`config.mk`:
```
export PLATFORM = sky130hd
export DESIGN_NAME = rhht_ctrl_flat
export DESIGN_NICKNAME = d
export VERILOG_FILES = /design/src/design/rhht_pkg.sv /design/src/design/rhht_if.sv /design/src/design/rhht_ctrl.sv /design/src/flat_wrapper.sv
export SDC_FILE = /design/constraint.sdc
export NUM_CORES = 1
export LEC_CHECK = 0
export BUFFER_PORTS_ARGS = -buffer_cell sky130_fd_sc_hd__buf_2
export CAP_MARGIN = 20
export CORE_AREA = 2 2 194 196
export DETAILED_ROUTE_END_ITERATION = 6
export DIE_AREA = 0 0 196 198
export GPL_TIMING_DRIVEN = 0
export MAX_ROUTING_LAYER = met4
export PLACE_DENSITY_LB_ADDON = 0.25
export SYNTH_ARGS = -nofsm -noshare
export SYNTH_HDL_FRONTEND = slang
export SYNTH_SLANG_ARGS = --single-unit
export TNS_END_PERCENT = 10
```
`constraint.sdc`:
```
create_clock -name clk -period 18.3 [get_ports clk]
set_input_delay 2.745 -clock clk [delete_from_list [all_inputs] [get_ports clk]]
set_output_delay 2.745 -clock clk [all_outputs]
set_load 0.02 [all_outputs]
```
`src/design/rhht_pkg.sv`:
```
// Package: shared types and constants for the Robin Hood hash table.
`default_nettype none
package rhht_pkg;
  localparam int unsigned CAPACITY = 1024;
  localparam int unsigned IDX_W = $clog2(CAPACITY);
  localparam int unsigned CNT_W = $clog2(CAPACITY + 1);
  localparam int unsigned KEY_W = 64;
  localparam int unsigned VAL_W = 64;
  localparam int unsigned OP_W = 2;
  localparam int unsigned STATUS_W = 2;
  localparam int unsigned COUNT_W = 11;

  typedef enum logic [1:0] {
    OP_LOOKUP = 2'd0,
    OP_INSERT = 2'd1,
    OP_DELETE = 2'd2,
    OP_NOP    = 2'd3
  } op_t;

  typedef enum logic [1:0] {
    ST_FOUND    = 2'd0,
    ST_INSERTED = 2'd1,
    ST_MISSING  = 2'd2,
    ST_FULL     = 2'd3
  } status_t;
endpackage
`default_nettype wire

```
`src/design/rhht_if.sv`:
```
// Interfaces: request and result channels with valid/ready handshake.
`default_nettype none
interface rhht_req_if;
  logic                      valid;
  logic                      ready;
  logic [rhht_pkg::OP_W-1:0] opcode;
  logic signed [63:0]        key;
  logic signed [63:0]        value;
  modport source (output valid, output opcode, output key, output value, input ready);
  modport sink (input valid, input opcode, input key, input value, output ready);
endinterface

interface rhht_rsp_if;
  logic                          valid;
  logic                          ready;
  logic [rhht_pkg::STATUS_W-1:0] status;
  logic signed [63:0]            found_value;
  logic [rhht_pkg::COUNT_W-1:0]  entry_count;
  modport source (output valid, output status, output found_value, output entry_count,
                  input ready);
  modport sink (input valid, input status, input found_value, input entry_count,
                output ready);
endinterface
`default_nettype wire

```
`src/design/rhht_ctrl.sv`:
```
// Sequencer: probes, displaces and back-shifts one slot at a time.
`default_nettype none
module rhht_ctrl (
  input  wire logic   clk,
  input  wire logic   rst_n,
  rhht_req_if.sink    req,
  rhht_rsp_if.source  rsp,
  output logic [rhht_pkg::IDX_W-1:0] rd_idx,
  input  wire logic [63:0]           rd_key,
  input  wire logic [63:0]           rd_val,
  input  wire logic                  rd_occ,
  output logic                       wr_en,
  output logic [rhht_pkg::IDX_W-1:0] wr_idx,
  output logic [63:0]                wr_key,
  output logic [63:0]                wr_val,
  output logic                       occ_set,
  output logic                       occ_clr,
  output logic [rhht_pkg::IDX_W-1:0] occ_idx
);
  import rhht_pkg::*;

  typedef enum logic [8:0] {
    S_CLR   = 9'b000000001,
    S_IDLE  = 9'b000000010,
    S_FRD   = 9'b000000100,
    S_FCHK  = 9'b000001000,
    S_PRD   = 9'b000010000,
    S_PCHK  = 9'b000100000,
    S_DRD   = 9'b001000000,
    S_DCHK  = 9'b010000000,
    S_OUT   = 9'b100000000
  } state_t;

  localparam logic [CNT_W-1:0] CAP_C = CNT_W'(CAPACITY);

  state_t           state_r, state_nxt;
  logic [1:0]       op_r, op_nxt;
  logic [63:0]      key_r, key_nxt, val_r, val_nxt;
  logic [IDX_W-1:0] idx_r, idx_nxt;
  logic [CNT_W-1:0] dist_r, dist_nxt, steps_r, steps_nxt, count_r, count_nxt;
  logic [1:0]       status_r, status_nxt;
  logic [63:0]      found_r, found_nxt;

  logic [IDX_W-1:0] home_in, home_rd, idx_inc, res_dist;
  logic [63:0]      hk_in, hk_rd;

  always_comb begin
    hk_in = req.key | 64'(req.key == 64'sd0);
    hk_rd = rd_key | 64'(rd_key == 64'd0);
    home_in = IDX_W'(hk_in % CAPACITY);
    home_rd = IDX_W'(hk_rd % CAPACITY);
    idx_inc = (idx_r == IDX_W'(CAPACITY - 1)) ? '0 : idx_r + 1'b1;
    res_dist = (idx_r >= home_rd) ? idx_r - home_rd
                                  : IDX_W'(CAPACITY - 32'(home_rd) + 32'(idx_r));
  end

  assign req.ready = (state_r == S_IDLE);
  assign rsp.valid = (state_r == S_OUT);
  assign rsp.status = status_r;
  assign rsp.found_value = found_r;
  assign rsp.entry_count = COUNT_W'(count_r);
  assign rd_idx = idx_r;

  always_comb begin
    state_nxt = state_r;
    op_nxt = op_r;
    key_nxt = key_r;
    val_nxt = val_r;
    idx_nxt = idx_r;
    dist_nxt = dist_r;
    steps_nxt = steps_r;
    count_nxt = count_r;
    status_nxt = status_r;
    found_nxt = found_r;
    wr_en = 1'b0;
    wr_idx = idx_r;
    wr_key = key_r;
    wr_val = val_r;
    occ_set = 1'b0;
    occ_clr = 1'b0;
    occ_idx = idx_r;
    unique case (state_r)
      S_CLR: begin
        occ_clr = 1'b1;
        idx_nxt = idx_inc;
        if (idx_r == IDX_W'(CAPACITY - 1)) state_nxt = S_IDLE;
      end
      S_IDLE: begin
        if (req.valid) begin
          op_nxt = req.opcode;
          key_nxt = req.key;
          val_nxt = req.value;
          idx_nxt = home_in;
          dist_nxt = '0;
          status_nxt = ST_MISSING;
          found_nxt = '0;
          if (req.opcode == OP_NOP || count_r == '0) begin
            if (req.opcode == OP_INSERT) begin
              state_nxt = S_PRD;
              steps_nxt = '0;
            end else begin
              state_nxt = S_OUT;
            end
          end else begin
            state_nxt = S_FRD;
          end
        end
      end
      S_FRD: state_nxt = S_FCHK;
      S_FCHK: begin
        if (!rd_occ || (rd_key != key_r && dist_r > CNT_W'(res_dist))
            || dist_r == CAP_C) begin
          if (op_r == OP_INSERT) begin
            if (count_r >= CAP_C) begin
              status_nxt = ST_FULL;
              state_nxt = S_OUT;
            end else begin
              idx_nxt = IDX_W'(((key_r | 64'(key_r == 64'd0))) % CAPACITY);
              dist_nxt = '0;
              steps_nxt = '0;
              state_nxt = S_PRD;
            end
          end else begin
            state_nxt = S_OUT;
          end
        end else if (rd_key == key_r) begin
          status_nxt = ST_FOUND;
          unique case (op_r)
            OP_INSERT: begin
              wr_en = 1'b1;
              wr_key = rd_key;
              wr_val = val_r;
              state_nxt = S_OUT;
            end
            OP_DELETE: begin
              found_nxt = rd_val;
              count_nxt = count_r - 1'b1;
              steps_nxt = '0;
              idx_nxt = idx_inc;
              state_nxt = S_DRD;
              dist_nxt = CNT_W'(idx_r);
            end
            default: begin
              found_nxt = rd_val;
              state_nxt = S_OUT;
            end
          endcase
        end else begin
          idx_nxt = idx_inc;
          dist_nxt = dist_r + 1'b1;
          state_nxt = S_FRD;
        end
      end
      S_PRD: state_nxt = S_PCHK;
      S_PCHK: begin
        if (!rd_occ) begin
          wr_en = 1'b1;
          occ_set = 1'b1;
          count_nxt = count_r + 1'b1;
          status_nxt = ST_INSERTED;
          state_nxt = S_OUT;
        end else begin
          if (dist_r > CNT_W'(res_dist)) begin
            wr_en = 1'b1;
            key_nxt = rd_key;
            val_nxt = rd_val;
            dist_nxt = CNT_W'(res_dist) + 1'b1;
          end else begin
            dist_nxt = dist_r + 1'b1;
          end
          idx_nxt = idx_inc;
          steps_nxt = steps_r + 1'b1;
          state_nxt = S_PRD;
        end
      end
      S_DRD: state_nxt = S_DCHK;
      S_DCHK: begin
        // dist_r holds the hole index; idx_r the candidate after it.
        if (steps_r == CAP_C || !rd_occ || res_dist == '0) begin
          occ_clr = 1'b1;
          occ_idx = IDX_W'(dist_r);
          state_nxt = S_OUT;
        end else begin
          wr_en = 1'b1;
          wr_idx = IDX_W'(dist_r);
          wr_key = rd_key;
          wr_val = rd_val;
          dist_nxt = CNT_W'(idx_r);
          idx_nxt = idx_inc;
          steps_nxt = steps_r + 1'b1;
          state_nxt = S_DRD;
        end
      end
      S_OUT: begin
        if (rsp.ready) state_nxt = S_IDLE;
      end
      default: state_nxt = S_IDLE;
    endcase
  end

  always_ff @(posedge clk) begin
    if (!rst_n) begin
      state_r <= S_CLR;
      count_r <= '0;
      idx_r <= '0;
    end else begin
      state_r <= state_nxt;
      count_r <= count_nxt;
      idx_r <= idx_nxt;
    end
    op_r <= op_nxt;
    key_r <= key_nxt;
    val_r <= val_nxt;
    dist_r <= dist_nxt;
    steps_r <= steps_nxt;
    status_r <= status_nxt;
    found_r <= found_nxt;
  end
endmodule
`default_nettype wire

```
`src/flat_wrapper.sv`:
```
// flat-port wrapper written by rule: the top's interface ports become plain ports
module rhht_ctrl_flat import rhht_pkg::*;
  (clk, rst_n, rd_idx, rd_key, rd_val, rd_occ, wr_en, wr_idx, wr_key, wr_val, occ_set, occ_clr, occ_idx, req_valid, req_opcode, req_key, req_value, req_ready, rsp_valid, rsp_status, rsp_found_value, rsp_entry_count, rsp_ready);
  rhht_req_if req_i ();
  rhht_rsp_if rsp_i ();
  input  wire logic clk;
  input  wire logic rst_n;
  output logic [rhht_pkg::IDX_W-1:0] rd_idx;
  input  wire logic [63:0] rd_key;
  input  wire logic [63:0] rd_val;
  input  wire logic rd_occ;
  output logic wr_en;
  output logic [rhht_pkg::IDX_W-1:0] wr_idx;
  output logic [63:0] wr_key;
  output logic [63:0] wr_val;
  output logic occ_set;
  output logic occ_clr;
  output logic [rhht_pkg::IDX_W-1:0] occ_idx;
  input wire logic [$bits(req_i.valid)-1:0] req_valid;
  input wire logic [$bits(req_i.opcode)-1:0] req_opcode;
  input wire logic [$bits(req_i.key)-1:0] req_key;
  input wire logic [$bits(req_i.value)-1:0] req_value;
  output wire logic [$bits(req_i.ready)-1:0] req_ready;
  output wire logic [$bits(rsp_i.valid)-1:0] rsp_valid;
  output wire logic [$bits(rsp_i.status)-1:0] rsp_status;
  output wire logic [$bits(rsp_i.found_value)-1:0] rsp_found_value;
  output wire logic [$bits(rsp_i.entry_count)-1:0] rsp_entry_count;
  input wire logic [$bits(rsp_i.ready)-1:0] rsp_ready;
  assign req_i.valid = req_valid;
  assign req_i.opcode = req_opcode;
  assign req_i.key = req_key;
  assign req_i.value = req_value;
  assign req_ready = req_i.ready;
  assign rsp_valid = rsp_i.valid;
  assign rsp_status = rsp_i.status;
  assign rsp_found_value = rsp_i.found_value;
  assign rsp_entry_count = rsp_i.entry_count;
  assign rsp_i.ready = rsp_ready;
  rhht_ctrl u_core (.clk(clk), .rst_n(rst_n), .req(req_i), .rsp(rsp_i), .rd_idx(rd_idx), .rd_key(rd_key), .rd_val(rd_val), .rd_occ(rd_occ), .wr_en(wr_en), .wr_idx(wr_idx), .wr_key(wr_key), .wr_val(wr_val), .occ_set(occ_set), .occ_clr(occ_clr), .occ_idx(occ_idx));
endmodule
```
==> out/metrics.cfg <==
[sta]
fin_setup_tns_ns=0
finalWorstSetupSlack_ns=6.778
finalClockSkew_ns=0.03122
period_share_pct=62.96
worst_pin_slew_ns=0.9883
timing.hold.ws_ns=0.5454
hold_violations=0
maxSlewViolCount=0
finalSetupViolations=0
rsz0062_at_grt=no
slew_headroom_pct=33.51
fmax_mhz=86.79
period_minus_slack_ns=11.52

[yosys]
netlist_area_um2=15440
synth-edff-count=218
syn-num-nets=1983
synth_area_per_cell_um2=9.175
ys_ff_latch=248
synth_top_cell_by_area=edfxtp_1
synth_area_leaders=edfxtp_1 (42%), nand2_1 (9.9%), xor2_1 (4.7%)
synthCells=1683
yosys.area.top_type_share_pct=42.39
ys_warn_count=0
ys_types=76
synth-async-reset-ratio_pct=0
synth.yosys.seq_area_share_pct=46.28
ys.flop_type=edfxtp_1

[place]
gp_congestion=0.9693
place_area_um2=18830
dpl.cell_count=2671
dp_slack_ns=6.978
portBuffers=502
dpl.hpwl_um=50140

[drt]
dr.first_iter.drc_count=1327
drc=0
vias=15380
wirelength_um=63160
ant_nets=0
vias_per_cell=5.634
wl_per_cell_um=23.14
first_pass_iters=5

[power_and_ir_drop]
power.density_nw_per_um2=65.20
power_mw=1.287
vdd_drop_max_v=0.00005511
leakagePower_nw=8.452

[final_layout]
fin_util_pct=53.40
fill_cells=3498
final_net_count=2528
drive_gt1_share_pct=29.59
mostFrequentLayoutCells=buf_2 (520), nand2_1 (408), edfxtp_1 (218)
layout_commonest_cell=buf_2
multiInputGateArea_um2=7605
seq_area_um2=7147
stdcell_count=2730
fin_area_um2=19730
syn_to_final_growth_pct=27.79

[floorplanning]
start_util_pct=41.79
dieHeight_um=198
die_area_um2=38810
fp.dieW_um=196
coreArea_um2=36960
fp-row-count=71
io_pins=503

[clock_network]
cts.path.max_buffers=3
ctsResizeCount=0
numCtsBuffers=29
cts-root-buf=clkbuf_16
post_cts_buffers=0
cts_tree=done
cts_sinks=248
htreeDepth=1
hold_buffers=0
path_clk_slew_ns=0.06
clk_latency_ns=0.57

[grt]
grt_max_degree=26
grt_usage_pct=32.05
antenna_found_initial=8
grt_first_pass_wirelength_um=91360
grt_pass1_vias=14880
grt-ovfl-total=0

[worst_setup_path]
startpoint=rd_key[59]
cpPeakStageDelay_ns=0.68
worstPathRequired_ns=15.55
critPathLaunchType=primary input
crit_path_frequent_cell=buf_2
path_class=in -> out
r2r_start=u_core.rd_idx[0]
cp_slowest_cell=o41ai_1
worst_setup_path_end_kind=output port
path_cells=buf_2 > nor4_1 > nand4_1 > o41ai_1 > ha_1 > inv_1 > fa_1 > a211oi_2 > o31ai_2 > a2111oi_2 > or3_4 > xnor2_4 > inv_1 > ha_1 > a21o_1 > a2111oi_0 > o211ai_1 > nand2_1 > buf_2 > a21oi_1 > or2_2 > buf_2
cp_max_fo=10
crit_arrival_ns=8.78

[hold_path]
hold_start=u_core.rsp.entry_count[9]
min_path_type=reg -> reg

[status]
status=finished clean

[job]
maxCapViolCount=0

## final timing paths
path / depth (start not counted) / endpoint / slack, ns
max: 22 / wr_en / 6.78
min: 2 / u_core.rsp.entry_count[9] / 0.55
max reg2reg: 22 / u_core.steps_r[1] / 11.81
min reg2reg: 2 / u_core.rsp.entry_count[9] / 0.55
## power by group
| group | switching [mW] | internal, mW | total [mW] |
|---|---|---|---|
| registers | 0.00146 | 0.611 | 0.613 |
| logic | 0.0685 | 0.0444 | 0.113 |
| clock network | 0.249 | 0.312 | 0.561 |
## Yosys cell counts, drive strengths merged, types with 4 or more instances
cell type,instances
nand3,84
and2,70
nor3,17
nand2,408
nor4,77
and3,16
o221ai,4
a211oi,8
buf,26
ha,35
nand2b,9
nor2b,17
inv,99
o21ai,111
xnor2,26
a21o,11
clkbuf,53
xor2,83
nand4,22
nor4b,4
dfxtp,30
nand3b,4
nor2,60
a22oi,7
mux2,78
a22o,4
or2,4
nand4b,4
nor3b,4
a31oi,4
a21oi,35
edfxtp,218
## sequential cells by signal, summed over array words and instances, names as in the netlist
signal / count
u_core.op_r: 2
u_core.steps_r: 11
u_core.rd_idx: 10
u_core.rsp.entry_count: 11
u_core.rsp.found_value: 64
u_core.key_r: 64
u_core.rsp.status: 2
u_core.dist_r: 11
u_core.val_r: 64
u_core.state_r: 9
## critical path, delay by kind of cell
kind	cells	cell delay [ns]
adders and majority gates	3	1.01
and+or+nand+nor	5	1.54
buffers and inverters	5	0.75
AOI/OAI and AO/OA	8	2.56
xor gates and xnor gates	1	0.15
## layout make-up
type	instances	area share, %
Multi-Input combinational cell	1256	38.54
Antenna cell	5	0.06340
Inverter	100	1.902
Clock inverter	14	0.5897
Clock buffer	40	3.937
Timing Repair Buffer	514	13.96
Buffer	79	1.788
Sequential cell	248	36.22
Tap cell	474	3.005
## cell families (layout without fill, tap and decap cells)
family                   after synthesis  in the layout  share of synthesized area, %
adder cells (fa/ha/maj)               37             37                         3.095
AO/OA/AOI/OAI                        221            221                         8.937
XOR/XNOR                             109            109                         6.304
flip-flops                           248            248                         46.28
buffers and inverters                179            747                         4.716
multiplexers                          81             81                         5.882
other                                  0              5                             0
AND/OR/NAND/NOR                      808            808                         24.79
## layer usage
metal	global-route usage (%)	part of all wire (%)	vias to the layer above
li1	-	-	7030
met1	38.30	39	7370
met2	53.92	49	844
met3	6.234	9.0	137
met4	11.87	3.8	0
met5	-	0	-
No activity file was read; power rests on OpenSTA's default activity.
